`src/prtm_pkg.sv`:
```
// Shared types and codes for the posted-receive tag matcher.
`default_nettype none

package prtm_pkg;

   localparam logic ACTION_ADD   = 1'b0;
   localparam logic ACTION_MATCH = 1'b1;

   localparam logic [1:0] KIND_RECEIVE         = 2'd0;
   localparam logic [1:0] KIND_BLOCKING_PROBE  = 2'd1;
   localparam logic [1:0] KIND_IMMEDIATE_PROBE = 2'd2;

   localparam logic [4:0] ACTIVE_SOURCES_RESET = 5'd16;

   typedef struct packed {
      logic              action;
      logic [3:0]        source;
      logic              any_source;
      logic signed [15:0] tag;
      logic              any_tag;
      logic [1:0]        request_kind;
      logic [15:0]       fragment_id;
   } req_item_type;

   typedef struct packed {
      logic              matched;
      logic [15:0]       matched_fragment;
      logic [3:0]        matched_source;
      logic signed [15:0] matched_tag;
      logic [15:0]       sequence_number;
      logic              must_post;
      logic              store_full;
   } rsp_type;

   typedef struct packed {
      logic [3:0]        source;
      logic signed [15:0] tag;
      logic [15:0]       handle;
   } entry_type;

   localparam int ENTRY_W = $bits(entry_type);

endpackage

`default_nettype wire

```
`src/prtm_chan_if.sv`:
```
// Valid/ready channel carrying one payload per transfer.
`default_nettype none

interface prtm_chan_if #(
   parameter type payload_type = logic
) ();
   logic        valid;
   logic        ready;
   payload_type data;

   modport source (output valid, output data, input ready);
   modport sink (input valid, input data, output ready);
endinterface

`default_nettype wire

```
`src/posted_receive_tag_matcher.sv`:
```
// Top level of the posted-receive tag matcher: register port, engine, output register.
//
// Unexpected fragments live in one RAM in arrival order; a match request walks
// the stored entries through the RAM's single read port, one entry per cycle.
// A receive that removes entry k then compacts the later entries, one per
// cycle. One item is worked at a time; a finished result waits in the output
// register while the next item is taken.
`default_nettype none

module posted_receive_tag_matcher import prtm_pkg::*; #(
   parameter int NUM_SOURCES = 16,
   parameter int STORE_DEPTH = 32
) (
   input  wire logic  clock,
   input  wire logic  reset,
   prtm_chan_if.sink  req_ch,
   prtm_chan_if.source rsp_ch,
   prtm_chan_if.sink  csr_ch
);

   logic [4:0] active_ff;
   logic       rsp_valid_ff;
   rsp_type    rsp_ff;
   logic       res_valid;
   logic       res_ready;
   rsp_type    res;

   prtm_engine #(
      .NUM_SOURCES(NUM_SOURCES),
      .STORE_DEPTH(STORE_DEPTH)
   ) u_engine (
      .clock         (clock),
      .reset         (reset),
      .req_ch        (req_ch),
      .active_sources(active_ff),
      .res_valid     (res_valid),
      .res_ready     (res_ready),
      .res           (res)
   );

   assign csr_ch.ready = 1'b1;
   assign res_ready    = !rsp_valid_ff || rsp_ch.ready;
   assign rsp_ch.valid = rsp_valid_ff;
   assign rsp_ch.data  = rsp_ff;

   always_ff @(posedge clock) begin
      if (reset) begin
         active_ff    <= ACTIVE_SOURCES_RESET;
         rsp_valid_ff <= 1'b0;
      end else begin
         if (csr_ch.valid) begin
            active_ff <= csr_ch.data;
         end
         if (res_valid && res_ready) begin
            rsp_valid_ff <= 1'b1;
         end else if (rsp_ch.ready) begin
            rsp_valid_ff <= 1'b0;
         end
      end
      if (res_valid && res_ready) begin
         rsp_ff <= res;
      end
   end

   a_busy_after_transfer: assert property (@(posedge clock) disable iff (reset)
      req_ch.valid && req_ch.ready |=> !req_ch.ready)
      else $error("engine took a new transfer while still working");

   a_full_not_matched: assert property (@(posedge clock) disable iff (reset)
      rsp_valid_ff && rsp_ff.store_full |-> !rsp_ff.matched && !rsp_ff.must_post)
      else $error("dropped fragment reported as a match result");

   a_post_only_unmatched: assert property (@(posedge clock) disable iff (reset)
      rsp_valid_ff && rsp_ff.must_post |-> !rsp_ff.matched)
      else $error("post requested for a matched request");

endmodule

`default_nettype wire

```
`src/prtm_ram.sv`:
```
// Generic single-write, single-read RAM with registered read data.
`default_nettype none

module prtm_ram #(
   parameter int WIDTH = 8,
   parameter int DEPTH = 32
) (
   input  wire logic                     clock,
   input  wire logic                     wr_en,
   input  wire logic [$clog2(DEPTH)-1:0] wr_addr,
   input  wire logic [WIDTH-1:0]         wr_data,
   input  wire logic                     rd_en,
   input  wire logic [$clog2(DEPTH)-1:0] rd_addr,
   output      logic [WIDTH-1:0]         rd_data
);

   logic [WIDTH-1:0] mem [DEPTH];

   always_ff @(posedge clock) begin
      if (wr_en) begin
         mem[wr_addr] <= wr_data;
      end
      if (rd_en) begin
         rd_data <= mem[rd_addr];
      end
   end

endmodule

`default_nettype wire

```
`src/prtm_engine.sv`:
```
// Fragment store sequencer: append, ordered scan, and compaction after removal.
`default_nettype none

module prtm_engine import prtm_pkg::*; #(
   parameter int NUM_SOURCES = 16,
   parameter int STORE_DEPTH = 32
) (
   input  wire logic       clock,
   input  wire logic       reset,
   prtm_chan_if.sink       req_ch,
   input  wire logic [4:0] active_sources,
   output      logic       res_valid,
   input  wire logic       res_ready,
   output      rsp_type    res
);

   localparam int IDX_W = $clog2(STORE_DEPTH);
   localparam int CNT_W = $clog2(STORE_DEPTH + 1);

   typedef enum logic [3:0] {
      ST_IDLE  = 4'b0001,
      ST_SCAN  = 4'b0010,
      ST_SHIFT = 4'b0100,
      ST_DONE  = 4'b1000
   } state_type;

   state_type        state_ff, state_in;
   logic [CNT_W-1:0] count_ff, count_in;
   logic [15:0]      seq_ff, seq_in;
   req_item_type     req_ff, req_in;
   logic [CNT_W-1:0] rd_ptr_ff, rd_ptr_in;
   logic             pend_ff, pend_in;
   logic             pend_last_ff, pend_last_in;
   logic [IDX_W-1:0] pend_idx_ff, pend_idx_in;
   logic             found_ff, found_in;
   logic [IDX_W-1:0] best_idx_ff, best_idx_in;
   entry_type        best_ff, best_in;
   rsp_type          res_ff, res_in;

   logic             wr_en;
   logic [IDX_W-1:0] wr_addr;
   entry_type        wr_data;
   logic             rd_en;
   logic [IDX_W-1:0] rd_addr;
   logic [ENTRY_W-1:0] rd_raw;
   entry_type        rd_entry;

   logic             tag_hit;
   logic             src_hit;
   logic             take;
   logic             fin_found;
   logic [IDX_W-1:0] fin_idx;
   entry_type        fin_entry;

   prtm_ram #(
      .WIDTH(ENTRY_W),
      .DEPTH(STORE_DEPTH)
   ) u_store (
      .clock  (clock),
      .wr_en  (wr_en),
      .wr_addr(wr_addr),
      .wr_data(wr_data),
      .rd_en  (rd_en),
      .rd_addr(rd_addr),
      .rd_data(rd_raw)
   );

   assign rd_entry   = entry_type'(rd_raw);
   assign req_ch.ready = (state_ff == ST_IDLE);
   assign res_valid  = (state_ff == ST_DONE);
   assign res        = res_ff;

   always_comb begin
      tag_hit = req_ff.any_tag ? !rd_entry.tag[15] : (rd_entry.tag == req_ff.tag);
      if (req_ff.any_source) begin
         src_hit = ({1'b0, rd_entry.source} < active_sources) &&
                   (int'(rd_entry.source) < NUM_SOURCES);
      end else begin
         src_hit = (rd_entry.source == req_ff.source);
      end
      take = tag_hit && src_hit &&
             (!found_ff || (req_ff.any_source && rd_entry.source < best_ff.source));
      fin_found = found_ff || take;
      fin_idx   = take ? pend_idx_ff : best_idx_ff;
      fin_entry = take ? rd_entry : best_ff;
   end

   always_comb begin
      state_in     = state_ff;
      count_in     = count_ff;
      seq_in       = seq_ff;
      req_in       = req_ff;
      rd_ptr_in    = rd_ptr_ff;
      pend_in      = 1'b0;
      pend_last_in = pend_last_ff;
      pend_idx_in  = pend_idx_ff;
      found_in     = found_ff;
      best_idx_in  = best_idx_ff;
      best_in      = best_ff;
      res_in       = res_ff;
      wr_en        = 1'b0;
      wr_addr      = count_ff[IDX_W-1:0];
      wr_data      = '0;
      rd_en        = 1'b0;
      rd_addr      = rd_ptr_ff[IDX_W-1:0];

      if ((state_ff == ST_SCAN || state_ff == ST_SHIFT) && rd_ptr_ff < count_ff) begin
         rd_en        = 1'b1;
         rd_ptr_in    = rd_ptr_ff + CNT_W'(1);
         pend_in      = 1'b1;
         pend_idx_in  = rd_ptr_ff[IDX_W-1:0];
         pend_last_in = (rd_ptr_ff == count_ff - CNT_W'(1));
      end

      unique case (state_ff)
         ST_IDLE: begin
            if (req_ch.valid) begin
               res_in = '0;
               if (req_ch.data.action == ACTION_ADD) begin
                  if (count_ff == CNT_W'(STORE_DEPTH)) begin
                     res_in.store_full = 1'b1;
                  end else begin
                     wr_en          = 1'b1;
                     wr_data.source = req_ch.data.source;
                     wr_data.tag    = req_ch.data.tag;
                     wr_data.handle = req_ch.data.fragment_id;
                     count_in       = count_ff + CNT_W'(1);
                  end
                  state_in = ST_DONE;
               end else begin
                  req_in                 = req_ch.data;
                  seq_in                 = seq_ff + 16'd1;
                  res_in.sequence_number = seq_ff;
                  found_in               = 1'b0;
                  rd_ptr_in              = '0;
                  if (count_ff == '0) begin
                     res_in.must_post = (req_ch.data.request_kind != KIND_IMMEDIATE_PROBE);
                     state_in         = ST_DONE;
                  end else begin
                     state_in = ST_SCAN;
                  end
               end
            end
         end
         ST_SCAN: begin
            if (pend_ff) begin
               if (take) begin
                  found_in    = 1'b1;
                  best_idx_in = pend_idx_ff;
                  best_in     = rd_entry;
               end
               if (pend_last_ff) begin
                  state_in = ST_DONE;
                  if (fin_found) begin
                     res_in.matched          = 1'b1;
                     res_in.matched_fragment = fin_entry.handle;
                     res_in.matched_source   = fin_entry.source;
                     res_in.matched_tag      = fin_entry.tag;
                     if (req_ff.request_kind != KIND_BLOCKING_PROBE &&
                         req_ff.request_kind != KIND_IMMEDIATE_PROBE) begin
                        if (CNT_W'(fin_idx) + CNT_W'(1) == count_ff) begin
                           count_in = count_ff - CNT_W'(1);
                        end else begin
                           rd_ptr_in = CNT_W'(fin_idx) + CNT_W'(1);
                           state_in  = ST_SHIFT;
                        end
                     end
                  end else begin
                     res_in.must_post = (req_ff.request_kind != KIND_IMMEDIATE_PROBE);
                  end
               end
            end
         end
         ST_SHIFT: begin
            if (pend_ff) begin
               wr_en   = 1'b1;
               wr_addr = pend_idx_ff - IDX_W'(1);
               wr_data = rd_entry;
               if (pend_last_ff) begin
                  count_in = count_ff - CNT_W'(1);
                  state_in = ST_DONE;
               end
            end
         end
         ST_DONE: begin
            if (res_ready) begin
               state_in = ST_IDLE;
            end
         end
         default: begin
            state_in = ST_IDLE;
         end
      endcase
   end

   always_ff @(posedge clock) begin
      if (reset) begin
         state_ff <= ST_IDLE;
         count_ff <= '0;
         seq_ff   <= '0;
         pend_ff  <= 1'b0;
         found_ff <= 1'b0;
      end else begin
         state_ff <= state_in;
         count_ff <= count_in;
         seq_ff   <= seq_in;
         pend_ff  <= pend_in;
         found_ff <= found_in;
      end
      req_ff       <= req_in;
      rd_ptr_ff    <= rd_ptr_in;
      pend_last_ff <= pend_last_in;
      pend_idx_ff  <= pend_idx_in;
      best_idx_ff  <= best_idx_in;
      best_ff      <= best_in;
      res_ff       <= res_in;
   end

endmodule

`default_nettype wire

```
`src/flat_wrapper.sv`:
```
// flat-port wrapper written by rule: the top's interface ports become plain ports
module posted_receive_tag_matcher_flat import prtm_pkg::*;
#(
   parameter int NUM_SOURCES = 16,
   parameter int STORE_DEPTH = 32
)
  (clock, reset, req_ch_valid, req_ch_data, req_ch_ready, rsp_ch_valid, rsp_ch_data, rsp_ch_ready, csr_ch_valid, csr_ch_data, csr_ch_ready);
  prtm_chan_if #(.payload_type(req_item_type)) req_ch_i ();
  prtm_chan_if #(.payload_type(rsp_type)) rsp_ch_i ();
  prtm_chan_if #(.payload_type(logic [4:0])) csr_ch_i ();
  input  wire logic clock;
  input  wire logic reset;
  input wire logic [$bits(req_ch_i.valid)-1:0] req_ch_valid;
  input wire logic [$bits(req_ch_i.data)-1:0] req_ch_data;
  output wire logic [$bits(req_ch_i.ready)-1:0] req_ch_ready;
  output wire logic [$bits(rsp_ch_i.valid)-1:0] rsp_ch_valid;
  output wire logic [$bits(rsp_ch_i.data)-1:0] rsp_ch_data;
  input wire logic [$bits(rsp_ch_i.ready)-1:0] rsp_ch_ready;
  input wire logic [$bits(csr_ch_i.valid)-1:0] csr_ch_valid;
  input wire logic [$bits(csr_ch_i.data)-1:0] csr_ch_data;
  output wire logic [$bits(csr_ch_i.ready)-1:0] csr_ch_ready;
  assign req_ch_i.valid = req_ch_valid;
  assign req_ch_i.data = req_ch_data;
  assign req_ch_ready = req_ch_i.ready;
  assign rsp_ch_valid = rsp_ch_i.valid;
  assign rsp_ch_data = rsp_ch_i.data;
  assign rsp_ch_i.ready = rsp_ch_ready;
  assign csr_ch_i.valid = csr_ch_valid;
  assign csr_ch_i.data = csr_ch_data;
  assign csr_ch_ready = csr_ch_i.ready;
  posted_receive_tag_matcher #(.NUM_SOURCES(NUM_SOURCES), .STORE_DEPTH(STORE_DEPTH)) u_core (.clock(clock), .reset(reset), .req_ch(req_ch_i), .rsp_ch(rsp_ch_i), .csr_ch(csr_ch_i));
endmodule
```
`config.mk`:
```
export PLATFORM = sky130hd
export DESIGN_NAME = posted_receive_tag_matcher_flat
export DESIGN_NICKNAME = d
export VERILOG_FILES = /design/src/prtm_pkg.sv /design/src/prtm_chan_if.sv /design/src/posted_receive_tag_matcher.sv /design/src/prtm_ram.sv /design/src/prtm_engine.sv /design/src/flat_wrapper.sv
export SDC_FILE = /design/constraint.sdc
export NUM_CORES = 1
export LEC_CHECK = 0
export BUFFER_PORTS_ARGS = -buffer_cell sky130_fd_sc_hd__buf_2
export CAP_MARGIN = 15
export CORE_MARGIN = 1
export CORE_UTILIZATION = 38
export CTS_BUF_LIST = sky130_fd_sc_hd__clkbuf_4
export DETAILED_ROUTE_END_ITERATION = 12
export SYNTH_ARGS = -nofsm -noshare
export SYNTH_HDL_FRONTEND = slang
export SYNTH_SLANG_ARGS = --single-unit
```
`constraint.sdc`:
```
create_clock -name clock -period 6 [get_ports clock]
set_input_delay 0.3 -clock clock [delete_from_list [all_inputs] [get_ports clock]]
set_output_delay 0.3 -clock clock [all_outputs]
set_load 0.005 [all_outputs]
```
==> impl_metrics.yaml <==
place:
  gp_congestion: 0.7848
  port_buffers: 107
  placed_cell_area_mm2: 0.05788
  place_ws_ns: 0.8375
  dp_hpwl_um: 72730
pwr:
  swShare: 0.2155
  internal_power_mw: 15.17
  p_leak_nw: 20.05
  cellPowerDensity_mw_per_mm2: 306.4
  vdd_drop_max_mv: 0.2064
  power_frac_comb: 0.033
  power_frac_seq: 0.568
  p_switching_mw: 4.170
  total_power_mw: 19.34
  p_clk_frac: 0.399
sta:
  whs_ns: 0.2043
  slew_headroom: 0.2437
  setup_viol: 0
  setup_slack_ns: 0.6828
  period_needed_ns: 5.317
  finClkSkew_ns: 0.1290
  fin_crit_sh: 0.8862
  tightest_slew_ns: 1.131
  rsz0062_at_grt: "no"
  final_max_slew_viol_count: 0
  tns_ns: 0
  max_freq_mhz: 188.1
  hold_viol: 0
yosys:
  synth-adder-area-share: 0.004365
  synth_top_family_by_area: "multiplexers"
  syn-cell-area_mm2: 0.05446
  synth_compound_area_frac: 0.01411
  ys_ff_latch: 1409
  yosysSeqAreaShare: 0.7696
  syn_inst: 2456
  yosysWarnings: 0
  synth_top_cell_area_share: 0.7549
  synth_top_cell_by_area: "edfxtp_1"
  syn_nets: 2526
  yosys-top-cells-area: "edfxtp_1, mux4_2, mux2_2"
  synth-edff-count: 1369
  synth_simple_gate_area_frac: 0.02389
  synth_cell_types: 57
  synth.area.mux_share: 0.1679
  synth_ff_type: "edfxtp_1"
  ys_async_sr_fraction: 0
  syn_area_per_cell_um2: 22.17
  synth_xor_area_frac: 0.009971
cts:
  clockRootBuffer: "clkbuf_4"
  clock_path_buffers: 4
  cts_buffers: 365
  path_clk_slew_ns: 0.07
  clock_latency_ns: 1.30
  cts_setup_buffers: 0
  cts_sinks: 1409
  cts_tree: "built"
  ctsHtreeMaxLevel: 5
setup_path:
  rrSetupSlack_ns: 0.68
  critPathKind: "reg2reg"
  reg2regPathDepth: 14
  crit_arrival_ns: 6.39
  cp.required_ns: 7.07
  rr_endpoint: "u_core.u_engine.count_ff[4]"
  timing.rr.start: "u_core.u_engine.u_store.rd_data[20]"
  path_max_fanout: 7
  critPathCaptureType: "flop"
  critPathLaunchType: "flop"
route:
  top_layer: "met4"
  wl_um: 138600
  via_per_inst: 5.379
  drt_iter0_drc: 2994
  wl_per_cell_um: 27.14
  first_pass_iters: 5
  drt.antenna.violating_nets: 0
  drc_errors: 0
  route.met2.wl_um: 67280
  vias: 27470
  route.met3.wl_um: 12210
  wl_met1_um: 56370
run:
  drv_cap: 0
global_routing:
  gr-total-overflow: 0
  grt_pass1_wl_um: 198900
  grt_max_degree: 113
  track_usage: 0.1918
  antenna_found_initial: 8
  grt_pass1_vias: 28820
floorplan:
  rows: 138
  initial_core_util: 0.3837
  die_h_um: 380.6
  io_pins: 109
  die_area_mm2: 0.1448
  core-area_mm2: 0.1419
  chipWidth_um: 380.6
min_path:
  hold_depth: 3
  hp-class: "in2reg"
  min_to: "u_core.u_engine.seq_ff[13]"
  hp-start: "reset"
final_layout:
  area_delta_synth_final_pct: 15.94
  fin_area_mm2: 0.06314
  drive_above_1_share: 0.3699
  final_nets: 3036
status:
  status: "complete, no violations"
-- cells in the mapped netlist (4+ instances only) --
master and number:
mux4_2 360, a22o_1 36, o21ai_0 14, edfxtp_1 1369
nor2_1 94, xor2_1 40, nand2b_1 7, and2_1 54
nand4_1 7, ha_1 19, a21oi_1 23, mux2_2 76
nand2_1 40, a21o_1 4, nand3_1 19, nor3_1 9
xnor2_1 22, o211ai_1 6, clkbuf_1 94, nor4_1 6
nor2b_1 6, and3_1 10, inv_1 21, dfxtp_1 40
buf_1 23, mux2_1 5, mux2i_1 11
-- layout make-up --
class	instances	area [um^2]
inverter	22	82.58
tap	1890	2365
clock buffer	506	3799
clock inverter	107	504.2
timing repair buffer	264	2177
fill	12130	78790
antenna	5	12.51
sequential	1409	41930
multi-input combinational	904	12280
-- critical path, stage by stage, from the launching register on --
cell	delay, ns
edfxtp_1	0.43
xor2_1	0.16
nor4_1	0.72
a41oi_1	0.42
a2111oi_4	0.49
o21a_2	0.30
mux2_2	0.40
ha_1	0.27
xor2_1	0.29
nand2_1	0.12
nand3b_1	0.11
o211ai_1	0.14
or4_1	0.69
a21oi_1	0.24
mux2_1	0.35
-- power groups by stage --
stage | Sequential [mW] | Combinational, mW | Clock (mW)
5_1_grt | 11.0 | 0.698 | 8.44
4_1_cts | 11.0 | 0.648 | 7.93
2_1_floorplan | 11.2 | 0.368 | 0
3_3_place_gp | 11.2 | 0.572 | 0
6_report | 11.0 | 0.647 | 7.72
3_5_place_dp | 11.2 | 0.592 | 0
-- what timing repair did --
item / 4_1_cts / 5_1_grt
endpoints found under the hold margin: 999 / 0
gates resized for setup: 0 / 0
hold buffers: 92 / 0
-- metal layers --
layer | vias up | track usage
li1 | 11520 | -
met1 | 14430 | 0.2540
met2 | 1320 | 0.3079
met3 | 207 | 0.05334
met4 | 0 | 0.05875
met5 | - | 0
-- cells by family (layout without fill, tap and decap cells) --
group / after synthesis / after routing
buf+inv: 143 / 899
flops: 1409 / 1409
fa+ha+maj: 19 / 19
compound gates: 105 / 105
mux: 453 / 453
xor+xnor: 62 / 62
other cells: 1 / 6
simple gates: 264 / 264
-- metrics by stage --
stage	cells	util
2_1_floorplan	2456	-
3_3_place_gp	4396	0.4078
3_5_place_dp	4396	0.4078
4_1_cts	5101	0.4446
5_1_grt	5107	0.4449
6_report	5107	0.4449
-- state kept, by name (all words and copies together) (netlist names) --
name / flops
u_core.u_engine.best_ff: 36
u_core.u_engine.found_ff: 1
u_core.u_engine.count_ff: 6
u_core.active_ff: 5
u_core.u_engine.state_ff: 4
u_core.rsp_ch.data: 55
u_core.u_engine.u_store.mem: 1152
u_core.u_engine.pend_ff: 1
u_core.u_engine.seq_ff: 16
u_core.u_engine.pend_last_ff: 1
u_core.u_engine.best_idx_ff: 5
u_core.u_engine.u_store.rd_data: 36
u_core.u_engine.req_ff: 24
u_core.u_engine.res: 55
u_core.u_engine.rd_ptr_ff: 6
u_core.rsp_ch.valid: 1
u_core.u_engine.pend_idx_ff: 5
-- cells in the final DEF, fill, tap and decap left out, drive strengths merged, types with 9 or more instances in the layout --
cell / instances
o21ai: 14
edfxtp: 1369
a21oi: 23
and3: 10
ha: 19
clkbuf: 506
buf: 172
mux2: 82
mux4: 360
dfxtp: 40
inv: 25
and2: 55
xor2: 40
dlygate4sd3: 92
mux2i: 11
a22o: 36
nand3: 19
nor3: 9
nor2: 94
nand2: 41
xnor2: 22
clkinv: 100
-- worst max-delay path by stage --
stage | start | to | slack [ns] | cells past startpoint
6_report | u_core.u_engine.u_store.rd_data[20] | u_core.u_engine.count_ff[4] | 0.68 | 14
3_3_place_gp | u_core.u_engine.u_store.rd_data[20] | u_core.u_engine.count_ff[4] | 1.01 | 14
2_1_floorplan | u_core.u_engine.u_store.rd_data[33] | u_core.u_engine.count_ff[2] | 1.27 | 20
4_1_cts | u_core.u_engine.u_store.rd_data[20] | u_core.u_engine.count_ff[4] | 0.79 | 14
5_1_grt | u_core.u_engine.u_store.rd_data[20] | u_core.u_engine.count_ff[4] | 0.53 | 15
3_5_place_dp | u_core.u_engine.u_store.rd_data[20] | u_core.u_engine.count_ff[4] | 0.84 | 14
Note: power is estimated with default switching activity, not from simulation.
